### config.mk
export PLATFORM = sky130hd
export DESIGN_NAME = flash_page_ring_queue
export DESIGN_NICKNAME = d
export VERILOG_FILES = /design/src/rtl/fprq_pkg.sv /design/src/rtl/flash_page_ring_queue.sv
export VERILOG_INCLUDE_DIRS = /design/src /design/src/rtl
export SDC_FILE = /design/constraint.sdc
export NUM_CORES = 1
export LEC_CHECK = 0
export ABC_AREA = 1
export BUFFER_PORTS_ARGS = -buffer_cell sky130_fd_sc_hd__clkbuf_2
export CORE_MARGIN = 5
export CORE_UTILIZATION = 62
export DETAILED_ROUTE_END_ITERATION = 12
export PLACE_DENSITY = 0.87
export SYNTH_ARGS = -nofsm -noshare
export SYNTH_HDL_FRONTEND = slang
export SYNTH_SLANG_ARGS = --single-unit
export TNS_END_PERCENT = 5
### constraint.sdc
create_clock -name clk -period 22.4 [get_ports clk]
set_input_delay 6.72 -clock clk [delete_from_list [all_inputs] [get_ports clk]]
set_output_delay 6.72 -clock clk [all_outputs]
set_load 0.05 [all_outputs]
### src/rtl/flash_page_ring_queue_defines.svh
// Assertion macros shared by the flash page ring queue RTL.
`ifndef FLASH_PAGE_RING_QUEUE_DEFINES_SVH
`define FLASH_PAGE_RING_QUEUE_DEFINES_SVH

// Clocked check that is ignored while reset is asserted.
`define FPRQ_CHECK(label, prop, msg) \
    label: assert property (@(posedge clk) disable iff (!rst_n) prop) \
        else $error(msg);

// Clocked check that also holds during reset.
`define FPRQ_CHECK_ALWAYS(label, prop, msg) \
    label: assert property (@(posedge clk) prop) else $error(msg);

`endif

### src/rtl/fprq_pkg.sv
// Types and constants of the flash page ring queue controller.
`default_nettype none

package fprq_pkg;

    // Geometry of the flash and of the queue items.
    localparam int PAGE_BYTES     = 1024;
    localparam int MAX_PAGES      = 32;
    localparam int MAX_ITEM_BYTES = 16;

    // Configuration port.
    localparam int CFG_INDEX_W = 2;
    localparam int CFG_DATA_W  = 6;
    localparam logic [CFG_INDEX_W-1:0] CFG_BASE_PAGE  = 2'd0;
    localparam logic [CFG_INDEX_W-1:0] CFG_PAGE_COUNT = 2'd1;
    localparam logic [CFG_INDEX_W-1:0] CFG_SLOT_BYTES = 2'd2;

    // Operation codes of an input beat; the fourth code does nothing.
    localparam logic [1:0] OP_PUSH  = 2'd0;
    localparam logic [1:0] OP_POP   = 2'd1;
    localparam logic [1:0] OP_CLEAR = 2'd2;

    // Item counter saturates at its all-ones value.
    localparam logic [13:0] TOTAL_MAX = 14'h3FFF;

    // Flash commands issued on the result channel.
    typedef enum logic [1:0] {
        CMD_ERASE   = 2'd0,
        CMD_PROGRAM = 2'd1,
        CMD_READ    = 2'd2,
        CMD_EMPTY   = 2'd3
    } command_t;

    typedef struct packed {
        logic [1:0]  operation;
        logic [63:0] data_low;
        logic [63:0] data_high;
    } item_t;

    typedef struct packed {
        command_t    command;
        logic [4:0]  flash_page;
        logic [9:0]  byte_offset;
        logic [63:0] item_low;
        logic [63:0] item_high;
        logic [13:0] items_held;
        logic        last;
    } result_t;

    // Builds a result beat with count and last flag still clear.
    function automatic result_t make_result(
        input command_t    cmd,
        input logic [4:0]  page,
        input logic [9:0]  offset,
        input logic [63:0] lo,
        input logic [63:0] hi
    );
        result_t r;
        r.command     = cmd;
        r.flash_page  = page;
        r.byte_offset = offset;
        r.item_low    = lo;
        r.item_high   = hi;
        r.items_held  = 14'd0;
        r.last        = 1'b0;
        return r;
    endfunction

endpackage

`default_nettype wire

### src/rtl/flash_page_ring_queue.sv
// An accepted input beat is held in the input register, and its result beats are then
// registered in the two-entry result buffer once that buffer has room for them.
// Throughput: one input beat per cycle while the result port does not stall and each beat
// makes one result beat; a push that erases the oldest page, or a pop that leaves its page,
// makes two result beats and holds back the next input, as the result port moves one beat a cycle.
// Reset clears all pointers and the item count, and sets base page 0, one ring page, 4-byte slots.
`default_nettype none

module flash_page_ring_queue (
    input  wire logic                               clk,
    input  wire logic                               rst_n,
    input  wire logic                               item_valid,
    output logic                                    item_stall,
    input  wire fprq_pkg::item_t                    item,
    output logic                                    result_valid,
    input  wire logic                               result_stall,
    output fprq_pkg::result_t                       result,
    input  wire logic                               cfg_write,
    input  wire logic [fprq_pkg::CFG_INDEX_W-1:0]   cfg_index,
    input  wire logic [fprq_pkg::CFG_DATA_W-1:0]    cfg_data
);

    `include "flash_page_ring_queue_defines.svh"

    // Slots per page for each legal slot size, capped at 256.
    localparam int SPP_4  = (fprq_pkg::PAGE_BYTES / 4  > 256) ? 256 : fprq_pkg::PAGE_BYTES / 4;
    localparam int SPP_8  = (fprq_pkg::PAGE_BYTES / 8  > 256) ? 256 : fprq_pkg::PAGE_BYTES / 8;
    localparam int SPP_12 = (fprq_pkg::PAGE_BYTES / 12 > 256) ? 256 : fprq_pkg::PAGE_BYTES / 12;
    localparam int SPP_16 = (fprq_pkg::PAGE_BYTES / 16 > 256) ? 256 : fprq_pkg::PAGE_BYTES / 16;

    // Configuration registers.
    logic [4:0] base_page_reg;
    logic [5:0] page_count_reg;
    logic [4:0] slot_bytes_reg;

    // Queue pointers and item count.
    logic [4:0]  rd_page_reg, rd_page_next;
    logic [7:0]  rd_slot_reg, rd_slot_next;
    logic [4:0]  wr_page_reg, wr_page_next;
    logic [7:0]  wr_slot_reg, wr_slot_next;
    logic [13:0] total_reg, total_next;

    // Input register and two-entry result buffer.
    fprq_pkg::item_t   in_reg;
    logic              in_full_reg;
    fprq_pkg::result_t res0_reg, res1_reg;
    logic [1:0]        cnt_reg;

    // Derived geometry.
    logic [4:0]  slot_clamp;
    logic [4:0]  slot_size;
    logic [8:0]  spp;
    logic [5:0]  pages;
    logic [4:0]  last_page;

    // Step datapath.
    logic              accept;
    logic              deliver;
    logic              process;
    logic              hit;
    logic [8:0]        drop;
    logic [13:0]       total_dropped;
    logic [13:0]       total_base;
    logic [13:0]       total_push;
    logic [8:0]        wr_slot_inc;
    logic [8:0]        rd_slot_inc;
    logic [7:0]        off_slot;
    logic [12:0]       off_prod;
    logic [9:0]        offset;
    logic [63:0]       keep_low;
    logic [63:0]       keep_high;
    logic [4:0]        rd_abs;
    logic [4:0]        wr_abs;
    fprq_pkg::result_t res_a, res_b;
    logic [1:0]        n_res;

    // Ring index that follows idx.
    function automatic logic [4:0] ring_next(input logic [4:0] idx, input logic [4:0] lastp);
        return (idx >= lastp) ? 5'd0 : idx + 5'd1;
    endfunction

    // Configuration writes.
    always_ff @(posedge clk or negedge rst_n)
    begin
        if (!rst_n)
        begin
            base_page_reg  <= 5'd0;
            page_count_reg <= 6'd1;
            slot_bytes_reg <= 5'd4;
        end
        else if (cfg_write)
        begin
            case (cfg_index)
                fprq_pkg::CFG_BASE_PAGE:  base_page_reg  <= cfg_data[4:0];
                fprq_pkg::CFG_PAGE_COUNT: page_count_reg <= cfg_data;
                fprq_pkg::CFG_SLOT_BYTES: slot_bytes_reg <= cfg_data[4:0];
                default: ;
            endcase
        end
    end

    // Effective slot size, a multiple of four from 4 to the item maximum.
    always_comb
    begin
        if (slot_bytes_reg < 5'd4)
            slot_clamp = 5'd4;
        else if (slot_bytes_reg > 5'(fprq_pkg::MAX_ITEM_BYTES))
            slot_clamp = 5'(fprq_pkg::MAX_ITEM_BYTES);
        else
            slot_clamp = slot_bytes_reg;
        slot_size = (slot_clamp + 5'd3) & 5'b11100;
    end

    // Slots per page, looked up by slot size in words.
    always_comb
    begin
        case (slot_size[4:2])
            3'd1:    spp = 9'(SPP_4);
            3'd2:    spp = 9'(SPP_8);
            3'd3:    spp = 9'(SPP_12);
            3'd4:    spp = 9'(SPP_16);
            default: spp = 9'd1;
        endcase
    end

    // Effective ring length and its last index.
    assign pages = (page_count_reg == 6'd0) ? 6'd1 :
                   (page_count_reg > 6'(fprq_pkg::MAX_PAGES)) ? 6'(fprq_pkg::MAX_PAGES) :
                   page_count_reg;
    assign last_page = 5'(pages - 6'd1);

    // Handshakes.
    assign deliver      = (cnt_reg != 2'd0) && !result_stall;
    assign process      = in_full_reg && ((cnt_reg == 2'd0) || ((cnt_reg == 2'd1) && deliver));
    assign item_stall   = in_full_reg && !process;
    assign accept       = item_valid && !item_stall;
    assign result_valid = (cnt_reg != 2'd0);
    assign result       = res0_reg;

    // Overwrite detection and the count after dropping the oldest page.
    assign hit           = (wr_page_reg == rd_page_reg) && (wr_slot_reg <= rd_slot_reg) &&
                           (total_reg != 14'd0);
    assign drop          = ({1'b0, rd_slot_reg} < spp) ? spp - {1'b0, rd_slot_reg} : 9'd0;
    assign total_dropped = ({5'd0, drop} >= total_reg) ? 14'd0 : total_reg - {5'd0, drop};
    assign total_base    = hit ? total_dropped : total_reg;
    assign total_push    = (total_base != fprq_pkg::TOTAL_MAX) ? total_base + 14'd1 : total_base;

    // Slot advance and byte offset of the addressed slot.
    assign wr_slot_inc = {1'b0, wr_slot_reg} + 9'd1;
    assign rd_slot_inc = {1'b0, rd_slot_reg} + 9'd1;
    assign off_slot    = (in_reg.operation == fprq_pkg::OP_PUSH) ? wr_slot_reg : rd_slot_reg;
    assign off_prod    = {5'd0, off_slot} * {8'd0, slot_size};
    assign offset      = off_prod[9:0];

    // Absolute flash pages.
    assign rd_abs = base_page_reg + rd_page_reg;
    assign wr_abs = base_page_reg + wr_page_reg;

    // Bytes past the slot are sent as zero.
    assign keep_low  = (slot_size >= 5'd8) ? in_reg.data_low : {32'd0, in_reg.data_low[31:0]};
    assign keep_high = (slot_size >= 5'd16) ? in_reg.data_high :
                       (slot_size >= 5'd12) ? {32'd0, in_reg.data_high[31:0]} : 64'd0;

    // One step of the queue: results and next pointers.
    always_comb
    begin
        rd_page_next = rd_page_reg;
        rd_slot_next = rd_slot_reg;
        wr_page_next = wr_page_reg;
        wr_slot_next = wr_slot_reg;
        total_next   = total_reg;
        res_a = fprq_pkg::make_result(fprq_pkg::CMD_EMPTY, 5'd0, 10'd0, 64'd0, 64'd0);
        res_b = fprq_pkg::make_result(fprq_pkg::CMD_EMPTY, 5'd0, 10'd0, 64'd0, 64'd0);
        n_res = 2'd0;
        case (in_reg.operation)
            fprq_pkg::OP_PUSH:
            begin
                if (hit)
                begin
                    res_a = fprq_pkg::make_result(fprq_pkg::CMD_ERASE, rd_abs, 10'd0,
                                                  64'd0, 64'd0);
                    res_b = fprq_pkg::make_result(fprq_pkg::CMD_PROGRAM, wr_abs, offset,
                                                  keep_low, keep_high);
                    n_res = 2'd2;
                    rd_page_next = ring_next(rd_page_reg, last_page);
                    rd_slot_next = 8'd0;
                end
                else
                begin
                    res_a = fprq_pkg::make_result(fprq_pkg::CMD_PROGRAM, wr_abs, offset,
                                                  keep_low, keep_high);
                    n_res = 2'd1;
                end
                total_next = total_push;
                if (wr_slot_inc >= spp)
                begin
                    wr_page_next = ring_next(wr_page_reg, last_page);
                    wr_slot_next = 8'd0;
                end
                else
                begin
                    wr_slot_next = wr_slot_inc[7:0];
                end
            end
            fprq_pkg::OP_POP:
            begin
                if (total_reg == 14'd0)
                begin
                    n_res = 2'd1;
                end
                else
                begin
                    res_a = fprq_pkg::make_result(fprq_pkg::CMD_READ, rd_abs, offset,
                                                  64'd0, 64'd0);
                    total_next = total_reg - 14'd1;
                    if (rd_slot_inc >= spp)
                    begin
                        // Leaving the page: erase it behind the read.
                        res_b = fprq_pkg::make_result(fprq_pkg::CMD_ERASE, rd_abs, 10'd0,
                                                      64'd0, 64'd0);
                        n_res = 2'd2;
                        rd_page_next = ring_next(rd_page_reg, last_page);
                        rd_slot_next = 8'd0;
                    end
                    else
                    begin
                        n_res = 2'd1;
                        rd_slot_next = rd_slot_inc[7:0];
                    end
                end
            end
            fprq_pkg::OP_CLEAR:
            begin
                rd_page_next = 5'd0;
                rd_slot_next = 8'd0;
                wr_page_next = 5'd0;
                wr_slot_next = 8'd0;
                total_next   = 14'd0;
                res_a = fprq_pkg::make_result(fprq_pkg::CMD_ERASE, base_page_reg, 10'd0,
                                              64'd0, 64'd0);
                n_res = 2'd1;
            end
            default: ;
        endcase
        res_a.items_held = total_next;
        res_b.items_held = total_next;
        res_a.last       = (n_res == 2'd1);
        res_b.last       = 1'b1;
    end

    // Input register.
    always_ff @(posedge clk or negedge rst_n)
    begin
        if (!rst_n)
            in_full_reg <= 1'b0;
        else if (accept)
            in_full_reg <= 1'b1;
        else if (process)
            in_full_reg <= 1'b0;
    end

    always_ff @(posedge clk)
    begin
        if (accept)
            in_reg <= item;
    end

    // Queue state.
    always_ff @(posedge clk or negedge rst_n)
    begin
        if (!rst_n)
        begin
            rd_page_reg <= 5'd0;
            rd_slot_reg <= 8'd0;
            wr_page_reg <= 5'd0;
            wr_slot_reg <= 8'd0;
            total_reg   <= 14'd0;
        end
        else if (process)
        begin
            rd_page_reg <= rd_page_next;
            rd_slot_reg <= rd_slot_next;
            wr_page_reg <= wr_page_next;
            wr_slot_reg <= wr_slot_next;
            total_reg   <= total_next;
        end
    end

    // Result buffer count.
    always_ff @(posedge clk or negedge rst_n)
    begin
        if (!rst_n)
            cnt_reg <= 2'd0;
        else if (process)
            cnt_reg <= n_res;
        else if (deliver)
            cnt_reg <= cnt_reg - 2'd1;
    end

    // Result buffer payload; the second beat moves up as the first leaves.
    always_ff @(posedge clk)
    begin
        if (process)
        begin
            res0_reg <= res_a;
            res1_reg <= res_b;
        end
        else if (deliver)
        begin
            res0_reg <= res1_reg;
        end
    end

    // The buffer never holds more than the two beats of one step.
    `FPRQ_CHECK(a_cnt_range, cnt_reg != 2'd3, "result buffer count out of range")

    // The beat shown is the final one exactly when it is the only one left.
    `FPRQ_CHECK(a_last_flag, (cnt_reg != 2'd0) |-> (res0_reg.last == (cnt_reg == 2'd1)),
                "last flag does not match buffered beats")

    // Buffered beats report the count left by the step that made them.
    `FPRQ_CHECK(a_held_count, (cnt_reg != 2'd0) |-> (res0_reg.items_held == total_reg),
                "items held differs from the item count")

    // A clear leaves an empty queue with both pointers at ring page zero.
    `FPRQ_CHECK(a_clear_state,
                (process && (in_reg.operation == fprq_pkg::OP_CLEAR)) |=>
                ((total_reg == 14'd0) && (rd_page_reg == 5'd0) && (wr_page_reg == 5'd0)),
                "clear did not reset the queue")

endmodule

`default_nettype wire
==> impl_metrics.toml, run 1 <==
[synthesis]
avgSynthCellArea_um2 = 10.5
synth_edf_count = 445
ys_types = 54
synth-simple-area-share_pct = 18.4
ys.flop_type = "edfxtp_1"
synth-seq-area-share_pct = 64.2
ys_async_sr_fraction_pct = 11.7
synth-compound-area-share_pct = 6.53
yosysWarnings = 0
synth_seq_cells = 504
synth_fa_ha_area_share_pct = 4.35
synth_top_family_by_area = "simple AND/OR/NAND/NOR gates"
syn_area_um2 = 23100
synth_xor_area_share_pct = 1.74
synth_cells = 2196
synth.area.mux_share_pct = 0.0487

[global_route]
grt_pass1_vias = 16700
grt_use_total_pct = 27.4
overflow = 0
grt_max_degree = 101
grt_pass1_wl_um = 90300
antenna_found_initial = 2

[clocking]
clk_latency_ns = 0.59
cts_buffer_depth = 3
cts.repair.resized = 0
root_buffer = "clkbuf_16"
cts.reportedPaths.clkPinSlew_ns = 0.06
cts_tree = "done"
htree_num_levels = 2
cts_made_buffers = 48
clock-sinks = 504
postCtsSetupBuffers = 0
ctsHoldBuffers = 0

[worst_setup_path]
startpoint_type = "input port"
worst_r2r_path_depth = 45
reg2reg_slack_ns = 15.60
reg2reg_to = "result[4]"
cpPeakStageDelay_ns = 0.28
worstSetupStartpoint = "result_stall"
crit_path_end_kind = "output port"
worstPathCellList = "clkbuf_2, nor2_1, a21oi_1, nand2_1, inv_1, clkbuf_2"
critical_path_arrival_ns = 7.69
required_ns = 15.68
crit_type = "in -> out"
crit_top_cell = "clkbuf_2"
r2r_start = "slot_bytes_reg[2]"
critical_path.slowest_cell = "a21oi_1"
critical_path.endpoint = "item_stall"
crit_fanout = 4

[detailed_routing]
drtPass1Iterations = 5
postRouteAntennaNets = 0
routed_wl_um = 57400
viasPerCell = 5.60
num_vias = 16800
wire_per_inst_um = 19.1
drc = 0
first_iter_violations = 1459

[cells_and_area]
area_growth_pct = 14.8
stdcell_area_um2 = 26600
layout_commonest_cell = "nand2_1"
finish.net_count = 2709
layout_common_cells = "590 x nand2_1, 445 x edfxtp_1, 302 x clkbuf_2"
largest_reg_flops = 158
drive_above_1_share_pct = 18.6

[die]
die_w_um = 203
start_util_pct = 63.0
io_pins = 305
die_h_um = 203
die-area_um2 = 41300
core_um2 = 36700
rows = 70

[sta]
rsz0062_at_grt = "no"
hold_ws_ns = 0.488
finalClockSkew_ns = 0.0185
fin_crit_sh_pct = 64.4
finalHoldViolCount = 0
slew_headroom_pct = 25.2
slew_viol_final = 0
min_period_ns = 14.42
worstMarginPinSlew_ns = 1.11
max_freq_mhz = 69.4
tns_ns = 0
finalSetupViolCount = 0

[placed_design]
post-dp-hpwl_um = 38700
gp_congestion = 0.919
placed_area_um2 = 25100
port_buffers = 302

[worst_hold_path]
min_path_type = "reg -> reg"
holdCritStartpoint = "slot_bytes_reg[4]"
whs_path_depth = 2

[outcome]
outcome = "finished, final reports clean"

[job]
max-cap-violations = 0
## per-stage QoR
step,setup slack (ns),std cells,util (%)
2_1_floorplan,3.61,2197,-
3_3_place_gp,8.00,2909,68.3
3_5_place_dp,8.00,2909,68.3
4_1_cts,7.99,2998,72.4
5_1_grt,7.91,3000,72.4
6_report,7.99,3001,72.4
## routing by layer
layer / vias up / track usage [%] / routed length (µm)
li1: 7969 / - / -
met1: 8003 / 37.7 / 23100
met2: 743 / 45.2 / 28400
met3: 93 / 5.14 / 4690
met4: 0 / 8.14 / 1230
met5: - / 0 / 0
## logic make-up (layout without fill, tap and decap cells)
kind of cell    Yosys count  after routing
flops                   504            504
buf+inv                 280            613
other cells               1              5
simple gates           1012           1012
fa+ha+maj                75             75
compound gates          277            277
mux                       1              1
xor+xnor                 46             46
## worst max-delay path: cells and delay by family
family                 cells  cell delay [ns]
and+or+nand+nor            2             0.23
AOI/OAI and AO/OA          1             0.28
buffers and inverters      3             0.47
## synthesized netlist by cell type, types with 3 or more instances
cell | count | area, µm²
o32ai_1 | 3 | 26.3
inv_1 | 201 | 754
nand4_1 | 16 | 100
edfxtp_1 | 445 | 13400
ha_1 | 66 | 826
o21ai_2 | 4 | 35.0
dfrtp_1 | 57 | 1430
nand3_1 | 75 | 375
o221ai_1 | 3 | 26.3
nor2_2 | 11 | 68.8
buf_2 | 5 | 25.0
nand2_2 | 24 | 150
o21a_1 | 6 | 45.0
xnor2_1 | 20 | 175
nand3_2 | 12 | 120
nand2_1 | 591 | 2220
nor3_1 | 14 | 70.1
o31ai_1 | 7 | 52.6
inv_2 | 5 | 18.8
nor2_4 | 7 | 78.8
fa_1 | 9 | 180
nand3b_1 | 3 | 22.5
nor2_1 | 244 | 916
or2_2 | 6 | 37.5
o22ai_1 | 6 | 37.5
xor2_1 | 26 | 228
o21ai_1 | 3 | 15.0
a21oi_1 | 34 | 170
o21ai_0 | 197 | 986
clkbuf_1 | 61 | 229
buf_4 | 4 | 30.0
## worst min-delay path by stage
stage,slack [ns],endpoint
6_report,0.49,slot_bytes_reg[4]
5_1_grt,0.51,slot_bytes_reg[4]
4_1_cts,0.49,slot_bytes_reg[4]
3_5_place_dp,0.48,slot_bytes_reg[4]
3_3_place_gp,0.47,page_count_reg[4]
2_1_floorplan,0.45,page_count_reg[2]
## final cells by class
type / instances / area, µm²
tap: 468 / 586
antenna: 3 / 7.51
inverter: 207 / 787
fill: 2505 / 10100
timing repair buffer: 317 / 1620
multi-input combinational: 1413 / 7220
clock buffer: 60 / 1270
sequential: 504 / 14800
clock inverter: 29 / 231
Power of run 1 is left out: the tool's default activity adds up to more than one toggle a clock period on the data nets, which glitch-free logic cannot reach.
==> run 2, diff against run 1 <==
--- a/config.mk
+++ b/config.mk
@@ -9,9 +9,9 @@
 export ABC_AREA = 1
 export BUFFER_PORTS_ARGS = -buffer_cell sky130_fd_sc_hd__clkbuf_2
 export CORE_MARGIN = 5
-export CORE_UTILIZATION = 62
+export CORE_UTILIZATION = 58
 export DETAILED_ROUTE_END_ITERATION = 12
-export PLACE_DENSITY = 0.87
+export PLACE_DENSITY = 0.82
 export SYNTH_ARGS = -nofsm -noshare
 export SYNTH_HDL_FRONTEND = slang
 export SYNTH_SLANG_ARGS = --single-unit
==> constraint.sdc (replaced) <==
create_clock -name clk -period 13.27 [get_ports clk]
set_input_delay 3.981 -clock clk [delete_from_list [all_inputs] [get_ports clk]]
set_output_delay 3.981 -clock clk [all_outputs]
set_load 0.05 [all_outputs]
==> impl_metrics.toml, run 2 (synthesized netlist as in run 1, its figures left out) <==
[clocking]
cts_buffer_depth = 3
cts.reportedPaths.clkPinSlew_ns = 0.06
cts.repair.resized = 0
postCtsSetupBuffers = 0
htree_num_levels = 2
cts_tree = "done"
clock-sinks = 504
clk_latency_ns = 0.60
ctsHoldBuffers = 0
cts_made_buffers = 50
root_buffer = "clkbuf_16"

[die]
core_um2 = 39600
die_w_um = 210
rows = 73
start_util_pct = 58.4
io_pins = 305
die-area_um2 = 44000
die_h_um = 210

[job]
max-cap-violations = 0

[global_route]
antenna_found_initial = 5
overflow = 0
grt_use_total_pct = 25.2
grt_pass1_wl_um = 89200
grt_pass1_vias = 16700
grt_max_degree = 160

[sta]
finalSetupViolCount = 0
rsz0062_at_grt = "no"
slew_viol_final = 0
hold_ws_ns = 0.503
min_period_ns = 8.95
slew_headroom_pct = 8.16
max_freq_mhz = 112
finalHoldViolCount = 0
worstMarginPinSlew_ns = 1.36
tns_ns = 0
setup_ws_ns = 4.32
finalClockSkew_ns = 0.0249
fin_crit_sh_pct = 67.4

[worst_setup_path]
startpoint_type = "input port"
crit_path_end_kind = "output port"
reg2reg_slack_ns = 6.45
crit_fanout = 4
r2r_start = "slot_bytes_reg[2]"
crit_type = "in -> out"
reg2reg_to = "result[2]"
required_ns = 9.29
worst_r2r_path_depth = 45
critical_path_arrival_ns = 4.97

[cells_and_area]
drive_above_1_share_pct = 18.9
finish.net_count = 2709
n_fill_cell = 2946
largest_reg_flops = 158
post-route-util_pct = 67.5
layout_commonest_cell = "nand2_1"
area_growth_pct = 15.6
layout_common_cells = "590 x nand2_1, 445 x edfxtp_1, 302 x clkbuf_2"

[detailed_routing]
drc = 0
first_iter_violations = 1698
num_vias = 16700
wire_per_inst_um = 18.4
drtPass1Iterations = 6
routed_wl_um = 56200
postRouteAntennaNets = 0
viasPerCell = 5.46

[outcome]
outcome = "finished, final reports clean"

[worst_hold_path]
whs_path_depth = 2
min_path_type = "reg -> reg"
holdPathEnd = "slot_bytes_reg[4]"
holdCritStartpoint = "slot_bytes_reg[4]"

[placed_design]
post-dp-hpwl_um = 37200
post-place-ws_ns = 4.33
port_buffers = 302
gp_congestion = 0.930
[run 2: changes by cell type in the layout (fill, tap and decap cells not counted), moves of 2 or more]
cell / change
clkbuf_8: +2
inv_6: +2
clkbuf_16: +2
clkinv_2: +4
buf_4: -3
clkinv_1: -5
diode_2: +2
[run 2: area by class of cell]
type	instances	area, µm²	share of cell area [%]
flip-flops and latches	504	14800	55.5
clock inverters	29	258	0.964
inverters	207	790	2.95
diodes	5	12.5	0.0468
multi-input cells	1413	7220	27.0
clock buffers	65	1350	5.04
well taps	525	657	2.46
repair buffers	315	1620	6.06
[run 2: worst max path at each step]
stage                  from          to  slack [ns]  cells after the start
2_1_floorplan  result_stall  cnt_reg[0]        1.56                      2
3_3_place_gp   result_stall  item_stall        4.33                      6
3_5_place_dp   result_stall  item_stall        4.33                      6
4_1_cts        result_stall  item_stall        4.33                      6
5_1_grt        result_stall  item_stall        4.27                      6
6_report       result_stall  item_stall        4.32                      6
[run 2: stage by stage]
step	cells	cell area, µm²
finish	3063	26800
global route	3062	26700
CTS	3058	26700
detailed placement	2964	25100
global placement	2964	25100
floorplan	2197	23100
[run 2: critical path: stages]
cell	delay, ns
clkbuf_2	0.12
nor2_1	0.08
a21oi_1	0.29
nand2_1	0.15
inv_1	0.08
clkbuf_2	0.27
[run 2: per-layer routing]
metal / GRT usage [%] / up-vias / wire (µm) / share of wire (%)
met3: 5.28 / 131 / 4800 / 8.5
met1: 34.4 / 7895 / 22500 / 40
met4: 9.34 / 0 / 2070 / 3.7
met2: 40.3 / 740 / 26800 / 48
met5: 0 / - / 0 / 0
li1: - / 7971 / - / -
Power of run 2 is left out for the same reason.
==> run 3, diff against run 2 <==
==> constraint.sdc (replaced) <==
create_clock -name clk -period 9 [get_ports clk]
set_input_delay 2.7 -clock clk [delete_from_list [all_inputs] [get_ports clk]]
set_output_delay 2.7 -clock clk [all_outputs]
set_load 0.05 [all_outputs]
==> impl_metrics.toml, run 3 (synthesized netlist as in run 1, its figures left out) <==
[die]
io_pins = 305
rows = 73
start_util_pct = 58.4
core_um2 = 39600
die_w_um = 210
die_h_um = 210
die-area_um2 = 44000

[clocking]
clock-sinks = 504
cts.reportedPaths.clkPinSlew_ns = 0.06
ctsHoldBuffers = 0
cts_tree = "done"
htree_num_levels = 2
cts_made_buffers = 49
clk_latency_ns = 0.59
cts_buffer_depth = 3
postCtsSetupBuffers = 0
cts.repair.resized = 0
root_buffer = "clkbuf_16"

[global_route]
antenna_found_initial = 4
grt_max_degree = 160
grt_pass1_wl_um = 91900
overflow = 0
grt_pass1_vias = 17000
grt_use_total_pct = 26.2

[detailed_routing]
num_vias = 17000
first_iter_violations = 1566
drtPass1Iterations = 7
viasPerCell = 5.55
postRouteAntennaNets = 0
wire_per_inst_um = 19.2
routed_wl_um = 58800
drc = 0

[placed_design]
dpl.cell_count = 2963
gp_congestion = 0.925
port_buffers = 302
post-dp-hpwl_um = 38700

[worst_setup_path]
required_ns = 9.33
crit_fanout = 35
r2r_start = "slot_bytes_reg[2]"
critical_path.slowest_cell = "nand2_1"
startpoint_type = "register"
crit_type = "reg -> reg"
crit_top_cell = "nand2_1"
reg2reg_slack_ns = 2.22
crit_path_end_kind = "register"
worst_r2r_path_depth = 38
cpPeakStageDelay_ns = 0.79
reg2reg_to = "result[3]"
critical_path_arrival_ns = 7.11

[cells_and_area]
area_growth_pct = 15.5
stdcell_count = 3056
layout_common_cells = "590 x nand2_1, 445 x edfxtp_1, 302 x clkbuf_2"
largest_reg_flops = 158
finish.net_count = 2707
layout_commonest_cell = "nand2_1"
n_fill_cell = 2897
drive_above_1_share_pct = 18.6

[sta]
fin_crit_sh_pct = 75.3
slew_viol_final = 0
slew_headroom_pct = 13.4
worstMarginPinSlew_ns = 1.30
finalSetupViolCount = 0
finalClockSkew_ns = 0.0278
tns_ns = 0
finalHoldViolCount = 0
min_period_ns = 6.78
rsz0062_at_grt = "no"
max_freq_mhz = 148

[worst_hold_path]
holdPathEnd = "page_count_reg[4]"
min_path_type = "reg -> reg"
holdCritStartpoint = "page_count_reg[4]"
whs_path_depth = 2

[job]
max-cap-violations = 0

[outcome]
outcome = "finished, final reports clean"
## run 3: cell count changes in the layout (fill, tap and decap cells not counted)
cell / previous run / this run
clkinv_2: 13 / 9
bufinv_16: 2 / 5
clkbuf_8: 4 / 1
clkinv_1: 6 / 9
clkinv_4: 3 / 0
buf_4: 12 / 10
clkinv_8: 2 / 0
diode_2: 5 / 3
inv_6: 4 / 6
buf_12: 1 / 2
clkbuf_1: 11 / 12
clkbuf_16: 50 / 49
clkinv_16: 1 / 0
inv_16: 0 / 1
## run 3: critical path, delay by kind of cell, from the launching register on
family,cells,cell delay (ns)
simple gates,24,3.40
fa+ha+maj,3,1.23
buf+inv,6,0.72
compound gates,5,0.60
flops,1,0.55
## run 3: worst max-delay path by stage
stage / startpoint / endpoint / slack, ns
after floorplan: result_stall / cnt_reg[0] / 1.65
after global placement: slot_bytes_reg[2] / result[3] / 2.51
after detailed placement: slot_bytes_reg[2] / result[3] / 2.30
after CTS: slot_bytes_reg[2] / result[3] / 2.29
after global routing: slot_bytes_reg[2] / result[3] / 1.57
final: slot_bytes_reg[2] / result[3] / 2.22
## run 3: layout make-up
type                       instances  area (µm²)  share of cell area (%)
antenna                            3        7.51                  0.0281
clock buffer                      62        1280                    4.81
clock inverter                    28         288                    1.08
inverter                         207         790                    2.95
multi-input combinational       1413        7220                    27.0
sequential                       504       14800                    55.5
tap                              525         657                    2.46
timing repair buffer             314        1630                    6.09
## run 3: metrics by stage
stage | worst slack (ns) | util (%) | cell area [µm²] | hold WS (ns)
after floorplan | 1.65 | - | 23100 | 0.453
after global placement | 2.51 | 63.4 | 25100 | 0.476
after detailed placement | 2.30 | 63.4 | 25100 | 0.486
after CTS | 2.29 | 67.4 | 26700 | 0.501
after global routing | 1.57 | 67.4 | 26700 | 0.533
final | 2.22 | 67.4 | 26700 | 0.497
## run 3: metal layers
layer | track usage, % | vias to the layer above | share of wire [%]
li1 | - | 7950 | -
met1 | 35.4 | 8096 | 40
met2 | 43.3 | 794 | 49
met3 | 4.54 | 129 | 8.2
met4 | 9.68 | 2 | 3.6
met5 | 0 | - | 0.022
Power of run 3 is left out for the same reason.
